`config.mk`:
```
export PLATFORM = sky130hd
export DESIGN_NAME = imu_frame_deframer_top
export DESIGN_NICKNAME = d
export VERILOG_FILES = /design/src/ifd_pkg.sv /design/src/ifd_core.sv /design/src/imu_frame_deframer_top.sv
export VERILOG_INCLUDE_DIRS = /design/src /design/src/src
export SDC_FILE = /design/constraint.sdc
export NUM_CORES = 1
export LEC_CHECK = 0
export BUFFER_PORTS_ARGS = -buffer_cell sky130_fd_sc_hd__buf_2
export CORE_MARGIN = 5
export CORE_UTILIZATION = 30
export DETAILED_ROUTE_END_ITERATION = 10
export PLACE_DENSITY = 0.47
export SLEW_MARGIN = 30
export SYNTH_ARGS = -nofsm -noshare
export SYNTH_HDL_FRONTEND = slang
export SYNTH_HIERARCHICAL = 1
export SYNTH_SLANG_ARGS = --single-unit
```
`constraint.sdc`:
```
create_clock -name clk -period 13.05 [get_ports clk]
set_input_delay 2.61 -clock clk [delete_from_list [all_inputs] [get_ports clk]]
set_output_delay 2.61 -clock clk [all_outputs]
set_load 0.02 [all_outputs]
```
`src/imu_frame_deframer_top_defines.svh`:
```
// Assertion macros for the IMU frame deframer.
// Bodies are empty when SYNTHESIS is defined.
`ifndef IMU_FRAME_DEFRAMER_TOP_DEFINES_SVH
`define IMU_FRAME_DEFRAMER_TOP_DEFINES_SVH

`ifndef SYNTHESIS
// Clocked check, masked while reset is asserted
`define IFD_ASSERT(label, clk, rst_n, prop, msg) \
    label: assert property (@(posedge clk) disable iff (!rst_n) prop) else $error(msg);
// Clocked check that also holds during reset
`define IFD_ASSERT_ALWAYS(label, clk, prop, msg) \
    label: assert property (@(posedge clk) prop) else $error(msg);
`else
`define IFD_ASSERT(label, clk, rst_n, prop, msg)
`define IFD_ASSERT_ALWAYS(label, clk, prop, msg)
`endif

`endif

```
`src/ifd_pkg.sv`:
```
`timescale 1ns / 1ps

package ifd_pkg;

    // Frame layout
    localparam int PAYLOAD_BYTES = 28;
    localparam int WORD_BYTES    = 24;
    localparam int NUM_WORDS     = 6;
    localparam int HDR_BYTES     = 3;
    localparam int CNT_W         = 5;
    localparam int STORE_IDX_W   = $clog2(WORD_BYTES);

    // Sync and header bytes
    localparam logic [7:0] SYNC_BYTE = 8'h24;
    localparam logic [7:0] HDR_BYTE0 = 8'h41;
    localparam logic [7:0] HDR_BYTE1 = 8'h44;
    localparam logic [7:0] HDR_BYTE2 = 8'h49;

    localparam logic [31:0] WORD_MIN = 32'h8000_0000;
    localparam logic [31:0] WORD_MAX = 32'h7FFF_FFFF;

    typedef enum logic [1:0] {
        PH_HUNT    = 2'd0,
        PH_HEADER  = 2'd1,
        PH_PAYLOAD = 2'd2
    } phase_t;

    typedef logic [WORD_BYTES-1:0][7:0] store_t;

    // One decoded frame, already negated
    typedef struct packed {
        logic signed [31:0] accel_x;
        logic signed [31:0] accel_y;
        logic signed [31:0] accel_z;
        logic signed [31:0] rate_x;
        logic signed [31:0] rate_y;
        logic signed [31:0] rate_z;
    } frame_t;

    // Expected header byte at position idx (positions past the end reuse the last)
    function automatic logic [7:0] hdr_byte(input logic [1:0] idx);
        logic [7:0] b;
        case (idx)
            2'd0:    b = HDR_BYTE0;
            2'd1:    b = HDR_BYTE1;
            default: b = HDR_BYTE2;
        endcase
        return b;
    endfunction

    // Negate, saturating the most negative word to the largest positive one
    function automatic logic signed [31:0] neg_sat(input logic [31:0] raw);
        logic [31:0] r;
        if (raw == WORD_MIN)
        begin
            r = WORD_MAX;
        end
        else
        begin
            r = 32'd0 - raw;
        end
        return $signed(r);
    endfunction

    // Little-endian word k of the store
    function automatic logic [31:0] word_at(input store_t s, input int k);
        return {s[4*k+3], s[4*k+2], s[4*k+1], s[4*k]};
    endfunction

    function automatic frame_t build_frame(input store_t s);
        frame_t f;
        f.accel_x = neg_sat(word_at(s, 0));
        f.accel_y = neg_sat(word_at(s, 1));
        f.accel_z = neg_sat(word_at(s, 2));
        f.rate_x  = neg_sat(word_at(s, 3));
        f.rate_y  = neg_sat(word_at(s, 4));
        f.rate_z  = neg_sat(word_at(s, 5));
        return f;
    endfunction

endpackage

```
`src/ifd_core.sv`:
```
`timescale 1ns / 1ps

// Frame state machine and payload store. Works on one byte per accepted word;
// frame_done and frame are valid in the cycle the last payload byte arrives.
module ifd_core
(
    input  logic           clk,
    input  logic           rst_n,
    input  logic           byte_fire,
    input  logic [7:0]     rx_byte,
    output logic           frame_done,
    output ifd_pkg::frame_t frame
);

    ifd_pkg::phase_t               phase_reg, phase_next;
    logic [ifd_pkg::CNT_W-1:0]     count_reg, count_next;
    logic                          match_reg, match_next;
    ifd_pkg::store_t               store_reg, store_next;

    logic [ifd_pkg::CNT_W-1:0]     count_inc;
    logic [1:0]                    hdr_idx;
    logic                          hdr_ok;
    logic                          last_byte;
    logic                          store_we;

    // Shared decode
    assign count_inc = count_reg + 1'b1;
    assign hdr_idx   = (count_reg > ifd_pkg::CNT_W'(2)) ? 2'd2 : count_reg[1:0];
    assign hdr_ok    = match_reg && (rx_byte == ifd_pkg::hdr_byte(hdr_idx));
    assign last_byte = (count_inc >= ifd_pkg::CNT_W'(ifd_pkg::PAYLOAD_BYTES));

    // Next state
    always_comb
    begin
        phase_next = phase_reg;
        count_next = count_reg;
        match_next = match_reg;
        if (byte_fire)
        begin
            case (phase_reg)
                ifd_pkg::PH_HEADER:
                begin
                    match_next = hdr_ok;
                    count_next = count_inc;
                    if (count_inc >= ifd_pkg::CNT_W'(ifd_pkg::HDR_BYTES))
                    begin
                        phase_next = hdr_ok ? ifd_pkg::PH_PAYLOAD : ifd_pkg::PH_HUNT;
                        count_next = '0;
                        match_next = 1'b1;
                    end
                end
                ifd_pkg::PH_PAYLOAD:
                begin
                    count_next = count_inc;
                    if (last_byte)
                    begin
                        phase_next = ifd_pkg::PH_HUNT;
                        count_next = '0;
                        match_next = 1'b1;
                    end
                end
                default:
                begin
                    // hunt; the unused code behaves the same
                    if (rx_byte == ifd_pkg::SYNC_BYTE)
                    begin
                        phase_next = ifd_pkg::PH_HEADER;
                        count_next = '0;
                        match_next = 1'b1;
                    end
                    else
                    begin
                        phase_next = ifd_pkg::PH_HUNT;
                    end
                end
            endcase
        end
    end

    // Outputs
    always_comb
    begin
        store_we   = 1'b0;
        frame_done = 1'b0;
        case (phase_reg)
            ifd_pkg::PH_PAYLOAD:
            begin
                store_we   = byte_fire &&
                             (count_reg < ifd_pkg::CNT_W'(ifd_pkg::WORD_BYTES));
                frame_done = byte_fire && last_byte;
            end
            default:
            begin
                store_we   = 1'b0;
                frame_done = 1'b0;
            end
        endcase
    end

    // Store with the current byte merged in, so a word byte arriving last is seen
    always_comb
    begin
        store_next = store_reg;
        if (store_we)
        begin
            store_next[count_reg[ifd_pkg::STORE_IDX_W-1:0]] = rx_byte;
        end
    end

    assign frame = ifd_pkg::build_frame(store_next);

    // Control state
    always_ff @(posedge clk or negedge rst_n)
    begin
        if (!rst_n)
        begin
            phase_reg <= ifd_pkg::PH_HUNT;
            count_reg <= '0;
            match_reg <= 1'b1;
        end
        else
        begin
            phase_reg <= phase_next;
            count_reg <= count_next;
            match_reg <= match_next;
        end
    end

    // Payload bytes, no reset
    always_ff @(posedge clk)
    begin
        if (store_we)
        begin
            store_reg <= store_next;
        end
    end

endmodule

```
`src/imu_frame_deframer_top.sv`:
```
`timescale 1ns / 1ps
// IMU frame deframer.
// Input channel: one received serial byte per word on rx_byte, with
// in_valid / in_ready. The block hunts for the sync byte 0x24, checks the
// three header bytes that follow, then collects a 28-byte payload.
// Output channel: one word per complete frame on out_valid / out_ready,
// carrying six negated signed 32-bit fields (accel x,y,z and rate x,y,z);
// the most negative raw value saturates to the largest positive one.
// The frame word is registered and appears in the cycle after the last
// payload byte is accepted. Throughput: one input byte per cycle while
// in_ready is high, set by the single state register update per byte.
// Reset (rst_n low, asynchronous) returns the block to hunt and empties
// the output register. If the receiver stalls while a frame word is held,
// in_ready drops until that word is taken, so no frame is lost; with the
// output register free, bytes keep flowing every cycle.
`include "imu_frame_deframer_top_defines.svh"

module imu_frame_deframer_top
(
    input  logic               clk,
    input  logic               rst_n,
    input  logic               in_valid,
    output logic               in_ready,
    input  logic [7:0]         rx_byte,
    output logic               out_valid,
    input  logic               out_ready,
    output logic signed [31:0] accel_x,
    output logic signed [31:0] accel_y,
    output logic signed [31:0] accel_z,
    output logic signed [31:0] rate_x,
    output logic signed [31:0] rate_y,
    output logic signed [31:0] rate_z
);

    logic            byte_fire;
    logic            frame_done;
    ifd_pkg::frame_t frame;
    ifd_pkg::frame_t frame_reg, frame_next;
    logic            out_valid_reg, out_valid_next;

    // Accept while the output register is free or being drained
    assign in_ready  = !out_valid_reg || out_ready;
    assign byte_fire = in_valid && in_ready;

    ifd_core u_core
    (
        .clk        (clk),
        .rst_n      (rst_n),
        .byte_fire  (byte_fire),
        .rx_byte    (rx_byte),
        .frame_done (frame_done),
        .frame      (frame)
    );

    // Output register next value
    always_comb
    begin
        out_valid_next = out_valid_reg;
        frame_next     = frame_reg;
        if (out_valid_reg && out_ready)
        begin
            out_valid_next = 1'b0;
        end
        if (frame_done)
        begin
            out_valid_next = 1'b1;
            frame_next     = frame;
        end
    end

    always_ff @(posedge clk or negedge rst_n)
    begin
        if (!rst_n)
        begin
            out_valid_reg <= 1'b0;
        end
        else
        begin
            out_valid_reg <= out_valid_next;
        end
    end

    always_ff @(posedge clk)
    begin
        frame_reg <= frame_next;
    end

    assign out_valid = out_valid_reg;
    assign accel_x   = frame_reg.accel_x;
    assign accel_y   = frame_reg.accel_y;
    assign accel_z   = frame_reg.accel_z;
    assign rate_x    = frame_reg.rate_x;
    assign rate_y    = frame_reg.rate_y;
    assign rate_z    = frame_reg.rate_z;

    // Checks
    `IFD_ASSERT(a_stall_only_when_full, clk, rst_n, !in_ready |-> out_valid_reg, "in_ready low with empty output register")
    `IFD_ASSERT(a_done_loads_output, clk, rst_n, frame_done |=> out_valid_reg, "completed frame not held in output register")
    `IFD_ASSERT(a_no_min_word, clk, rst_n, out_valid_reg |-> (frame_reg.accel_x != $signed(ifd_pkg::WORD_MIN)) && (frame_reg.rate_z != $signed(ifd_pkg::WORD_MIN)), "negation not saturated")
    `IFD_ASSERT_ALWAYS(a_done_needs_fire, clk, frame_done |-> byte_fire, "frame completed without an accepted byte")

endmodule

```
After elaboration in Yosys (flattened, before gate mapping)
Index checks and enable logic that the tools add are counted.
{"block": "totals", "regBits": 393, "inputBits": 12, "output_inout_bits": 194, "elab_cells": 97}
{"block": "op_classes", "addsub": 7, "magnitude_cmp": 6, "eq_ne": 13, "mux": 23, "reduce_logical": 14}
{"cell": "$bwmux W192", "count": 1}
{"cell": "$eq A32 B32 Y1 const B", "count": 6}
{"cell": "$mux W192", "count": 1}
{"cell": "$sub A1 B32 Y32 const A", "count": 6}
{"cell": "$demux W8 S5", "count": 1}
{"cell": "$mux W5", "count": 3}
{"cell": "$pmux W5 S2", "count": 1}
{"cell": "$eq A8 B6 Y1 const B", "count": 1}
{"cell": "$eq A8 B7 Y1", "count": 1}
{"cell": "$mux W1", "count": 8}
{"cell": "$mux W2", "count": 4}
{"cell": "$mux W8", "count": 1}
{"cell": "$pmux W4 S2", "count": 1}
{"cell": "$logic_and A1 B1 Y1", "count": 6}
{"cell": "$lt A5 B6 Y1 const B", "count": 1}
{"cell": "$reduce_and A3 Y1", "count": 2}
{"cell": "$add A5 B1 Y5 const B", "count": 1}
{"cell": "$ge A5 B1 Y1 const B", "count": 1}
{"cell": "$ge A5 B2 Y1 const B", "count": 1}
{"cell": "$ge A5 B5 Y1 const B", "count": 1}
{"cell": "$gt A5 B2 Y1 const B", "count": 1}
{"cell": "$lt A5 B5 Y1 const B", "count": 1}
{"cell": "$eq A2 B1 Y1 const B", "count": 2}
{"cell": "$ne A2 B1 Y1 const B", "count": 2}
{"cell": "9 further kinds", "count": 9}

Longest topological paths before layout
{"block": "logic_depth", "word_depth": 9, "depth_mapped": 16, "depth_no_buf": 13}

Modules after synthesis
The synthesis kept the hierarchy.
{"module": "ifd_core", "instances": 1, "cells_each": 1708, "area_each_um2": 15432.3, "seq_area_each_um2": 5967.0}
{"module": "imu_frame_deframer_top", "instances": 1, "cells_each": 196, "area_each_um2": 5819.3, "seq_area_each_um2": 5790.6}

Least setup slack after synthesis
No wires, ideal clock.
{"block": "synth_timing", "path_kind": "in2reg", "start": "input out_ready", "end": "register u_core/store_reg[0] in the netlist's numbering, enable pin", "setup_ns": 0.808, "arrival_time_ns": 12.436, "required_ns": 12.242, "slack_ns": -0.194, "stages": 5, "n_path_buf": 1, "path_cell_list": "nand2b_4 > and2_4 > buf_4 > nand2_1 > a21oi_1"}
{"block": "synth_via", "elab_chain_len": 4}
{"item": "start, declared", "line_no": "imu_frame_deframer_top.sv:26", "text": "input logic out_ready,"}
{"item": "$logic_or A1 B1 Y1", "line_no": "imu_frame_deframer_top.sv:42", "text": "assign in_ready = !out_valid_reg || out_ready;"}
{"item": "$logic_and A1 B1 Y1", "line_no": "imu_frame_deframer_top.sv:43", "text": "assign byte_fire = in_valid && in_ready;"}
{"item": "via byte_fire", "line_no": "imu_frame_deframer_top.sv:35", "text": "logic byte_fire;"}
{"item": "$logic_and A1 B1 Y1", "line_no": "ifd_core.sv:88", "text": "store_we = byte_fire &&"}
{"item": "$mux W1", "line_no": "ifd_core.sv:85", "text": "case (phase_reg)"}
{"item": "end signal, assigned", "line_no": "ifd_core.sv:134", "text": "store_reg <= store_next;"}
{"item": "end, declared", "line_no": "ifd_core.sv:18", "text": "ifd_pkg::store_t store_reg, store_next;"}
The timed path passes the listed nets, and every way through them passes these cells.
A chain may end at the register's enable or synchronous reset.

Worst setup path after layout
{"block": "layout_timing", "start": "input out_ready", "end": "register frame_reg (netlist bit rate_z[4]) (data pin)"}
{"block": "layout_via", "elab_chain_len": 6, "elab_cells_between_ends": 7, "classes_between": "add/sub: 1; eq/ne: 1; mux: 2; reduce/logical: 3"}
{"item": "$logic_or A1 B1 Y1 (*)", "line_no": "imu_frame_deframer_top.sv:42"}
{"item": "$logic_and A1 B1 Y1 (*)", "line_no": "imu_frame_deframer_top.sv:43"}
{"item": "via byte_fire", "line_no": "imu_frame_deframer_top.sv:35"}
{"item": "$logic_and A1 B1 Y1 (*)", "line_no": "ifd_core.sv:88"}
{"item": "$mux W1 (*)", "line_no": "ifd_core.sv:85"}
{"item": "$mux W192 (*)", "line_no": "ifd_core.sv:104", "text": "if (store_we)"}
{"item": "$sub A1 B32 Y32 or $eq A32 B32 Y1 (tied branches)", "line_no": "ifd_pkg.sv:60, ifd_pkg.sv:54"}
{"item": "end signal, assigned", "line_no": "imu_frame_deframer_top.sv:85", "text": "frame_reg <= frame_next;"}
{"item": "end, declared", "line_no": "imu_frame_deframer_top.sv:38", "text": "ifd_pkg::frame_t frame_reg, frame_next;"}
The timed path passes the listed nets; every way through them passes the cells marked *.

==> impl_metrics.toml <==
[timing]
relSlewSlack_pct = 30.1
hold_violations = 0
fin_setup_tns_ns = 0
tightest_slew_ns = 1.04
slew_viol_final = 0
setup_viol = 0
rsz0062_at_grt = "false"
period_share_pct = 46.9
clock.fmax_ghz = 0.163
fin_worst_skew_ns = 0.0191
period_needed_ns = 6.12

[setup_path]
r2r-end = "rate_z[4]"
setup.worst_path.start_class = "input pin"
crit_end = "rate_z[4]"
reg2reg_depth = 11
crit_path_top_delay_cell = "nor2_1"
critPathCaptureType = "flop"
crit_required_ns = 13.46
worst_r2r_startpoint = "u_core/count_reg[0]"
worst-path-max-fanout = 26
crit_family = "simple AND/OR/NAND/NOR gates"
cpPeakStageDelay_ns = 0.80
path_cells = "buf_2 > nand2b_4 > and2_4 > nand4_4 > nor2_1 > mux2i_1 > ha_1 > o21ai_1 > nor4_4 > nand3_2 > o21ai_0"
critical_path.startpoint = "out_ready"
rrSetupSlack_ns = 8.27
cp_num_buf_inv = 1
worst-path-stages = 11
crit_type = "input pin to flop"
crit_arrival_ns = 6.53

[drt]
drcViolationCount = 0
drt_iter0_markers = 1256
first_pass_iters = 5
wirelength_um = 68700
ant_nets = 0
viasPerCell = 5.14
vias = 15700
wl_per_cell_um = 22.4

[placement]
dp_hpwl_um = 46200
place_congestion = 0.832
numPortBuffers = 205

[floorplan]
rows = 97
io-pin-count = 206
dieArea_sq_um = 76300
die_width_um = 276
start_util_pct = 30.3
core_area_sq_um = 70100
die_h_um = 276

[layout]
regArea_sq_um = 11800
nFillCells = 7112
drive_gt1_share_pct = 22.8
largest_register_ffs = 192
syn2layout_area_growth_pct = 17.0
multiInputGateArea_sq_um = 8680
fin_nets = 2111

[grt]
grt_max_degree = 154
grt_overflow = 0
grt_use_total_pct = 17.3
antenna_found_initial = 4
grt_pass1_wl_um = 103000
grt_pass1_vias = 15900

[power]
leakagePower_nw = 8.39
pwr_density_cell_nw_per_um2 = 111
p_comb_share_pct = 2.8
p_sw_mw = 0.598
pwr-share-seq_pct = 49.4
clock_power_share_pct = 47.8
totalPowerFinal_mw = 2.77
swShare_pct = 21.6
p_int_mw = 2.17
irDropWorstVdd_mv = 0.0776

[yosys]
ys_seq_area_share_pct = 55.3
synthCells = 1904
netlist_area_sq_um = 21300
async_flop_share_pct = 2.29
synth_cell_types = 94
synth_edf_count = 384
ys_seq_elements = 393
syn_nets = 1928
yosys_warnings = 6
ys.flop_type = "edfxtp_1"
syn_avg_cell_area_sq_um = 11.2

[status]
status = "finished, final reports clean"

[clock_tree]
numCtsBuffers = 46
htreeDepth = 2
cts_root_buffer = "clkbuf_16"
clock_latency_ns = 0.59
clock-sinks = 393
post_cts_resized = 0
cts_buffer_depth = 3
cts_setup_buffers = 0
cts_hold_buf = 0
cts_tree = "done"
clkTransAtPathRegs_ns = 0.06

[run]
max-cap-violations = 0

[worst_hold_path]
min_path_type = "flop to flop"
[power by group through the flow]
| stage | Clock, mW | Combinational [mW] | Sequential [mW] |
|---|---|---|---|
| after global routing | 1.41 | 0.0809 | 1.37 |
| after detailed placement | 0 | 0.0769 | 1.40 |
| final | 1.32 | 0.0780 | 1.37 |
| after global placement | 0 | 0.0758 | 1.40 |
| after CTS | 1.37 | 0.0771 | 1.37 |
| after floorplan | 0 | 0.0386 | 1.39 |
[kinds of logic (layout without fill, tap and decap cells)]
logic type | Yosys count | after routing | share of synthesized area (%)
XOR/XNOR | 107 | 107 | 4.41
adder cells (fa/ha/maj) | 12 | 12 | 0.706
AO/OA/AOI/OAI | 298 | 298 | 9.24
other | 0 | 1 | 0
flip-flops | 393 | 393 | 55.3
buffers and inverters | 209 | 427 | 4.10
AND/OR/NAND/NOR | 709 | 709 | 17.4
multiplexers | 176 | 176 | 8.84
[layer usage]
layer	global-route usage (%)	wire length, um	vias to the layer above	part of all wire (%)
met1	23.3	30600	7779	45
met4	4.89	1950	4	2.8
met5	0	27	-	0.039
li1	-	-	7370	-
met3	3.24	3820	107	5.6
met2	28.6	32300	483	47
[area by class of cell]
cell class | count | area share (%)
Inverter | 101 | 1.52
Clock buffer | 60 | 5.18
Antenna cell | 1 | 0.0101
Multi-Input combinational cell | 1302 | 34.9
Sequential cell | 393 | 47.3
Clock inverter | 23 | 0.981
Tap cell | 940 | 4.73
Timing Repair Buffer | 243 | 5.36
[worst min-delay path by stage]
stage                           startpoint  cells after the start  slack [ns]          endpoint
final                     u_core/match_reg                      2        0.51  u_core/match_reg
after global routing      u_core/match_reg                      2        0.55  u_core/match_reg
after CTS                 u_core/match_reg                      2        0.51  u_core/match_reg
after floorplan           u_core/match_reg                      2        0.48  u_core/match_reg
after detailed placement  u_core/match_reg                      2        0.50  u_core/match_reg
after global placement    u_core/match_reg                      2        0.49  u_core/match_reg
[synthesized netlist by cell type (all sizes together) (9+ instances only)]
master    n  area, sq um
a211oi   13         97.6
a21o     15          113
a21oi    60          300
a31o     12          105
a31oi    10         62.6
and2     11         71.3
and3     12         75.1
buf      43          248
clkbuf   65          244
edfxtp  384        11500
ha       12          150
inv      99          372
mux2     91         1020
mux2i    85          855
nand2   245          922
nand2b   28          198
nand3    73          388
nand4    20          146
nor2    117          449
nor3     72          392
nor4     43          360
o21a     10         75.1
o21ai    89          445
o31a      9         78.8
o31ai    15          113
or2      15         96.4
or3      16          105
or4      20          154
xnor2    85          744
xor2     22          193
[per-stage QoR]
step | util (%) | area [sq um] | hold slack [ns] | setup WS, ns | std cells
3_5_place_dp | 33.2 | 23300 | 0.498 | 6.36 | 2979
6_report | 35.4 | 24900 | 0.512 | 6.93 | 3063
3_3_place_gp | 33.2 | 23300 | 0.490 | 6.36 | 2978
2_1_floorplan | - | 21300 | 0.478 | 0.623 | 1904
5_1_grt | 35.4 | 24900 | 0.549 | 6.54 | 3062
4_1_cts | 35.4 | 24900 | 0.506 | 6.98 | 3062
[cell usage in the layout (no fill, tap or decap), types with 12 or more instances in the layout]
cell and count:
a211oi_1 13, a21o_1 15, a21oi_1 59, a31o_2 12, and3_1 12, buf_2 205, buf_4 35, clkbuf_16 49
clkinv_2 12, edfxtp_1 384, ha_1 12, inv_1 99, mux2_2 91, mux2i_1 84, nand2_1 244, nand2b_1 25
nand3_1 70, nand4_1 18, nor2_1 111, nor3_1 66, nor4_1 33, o21ai_0 79, o31ai_1 15, or3_1 15
or4_1 19, xnor2_1 85, xor2_1 22
[worst min-delay path: stages (launching register included)]
cell and delay (ns):
dfstp_2 0.36, nor2_1 0.09, a31oi_1 0.05
(Power assumes the default switching activity.)
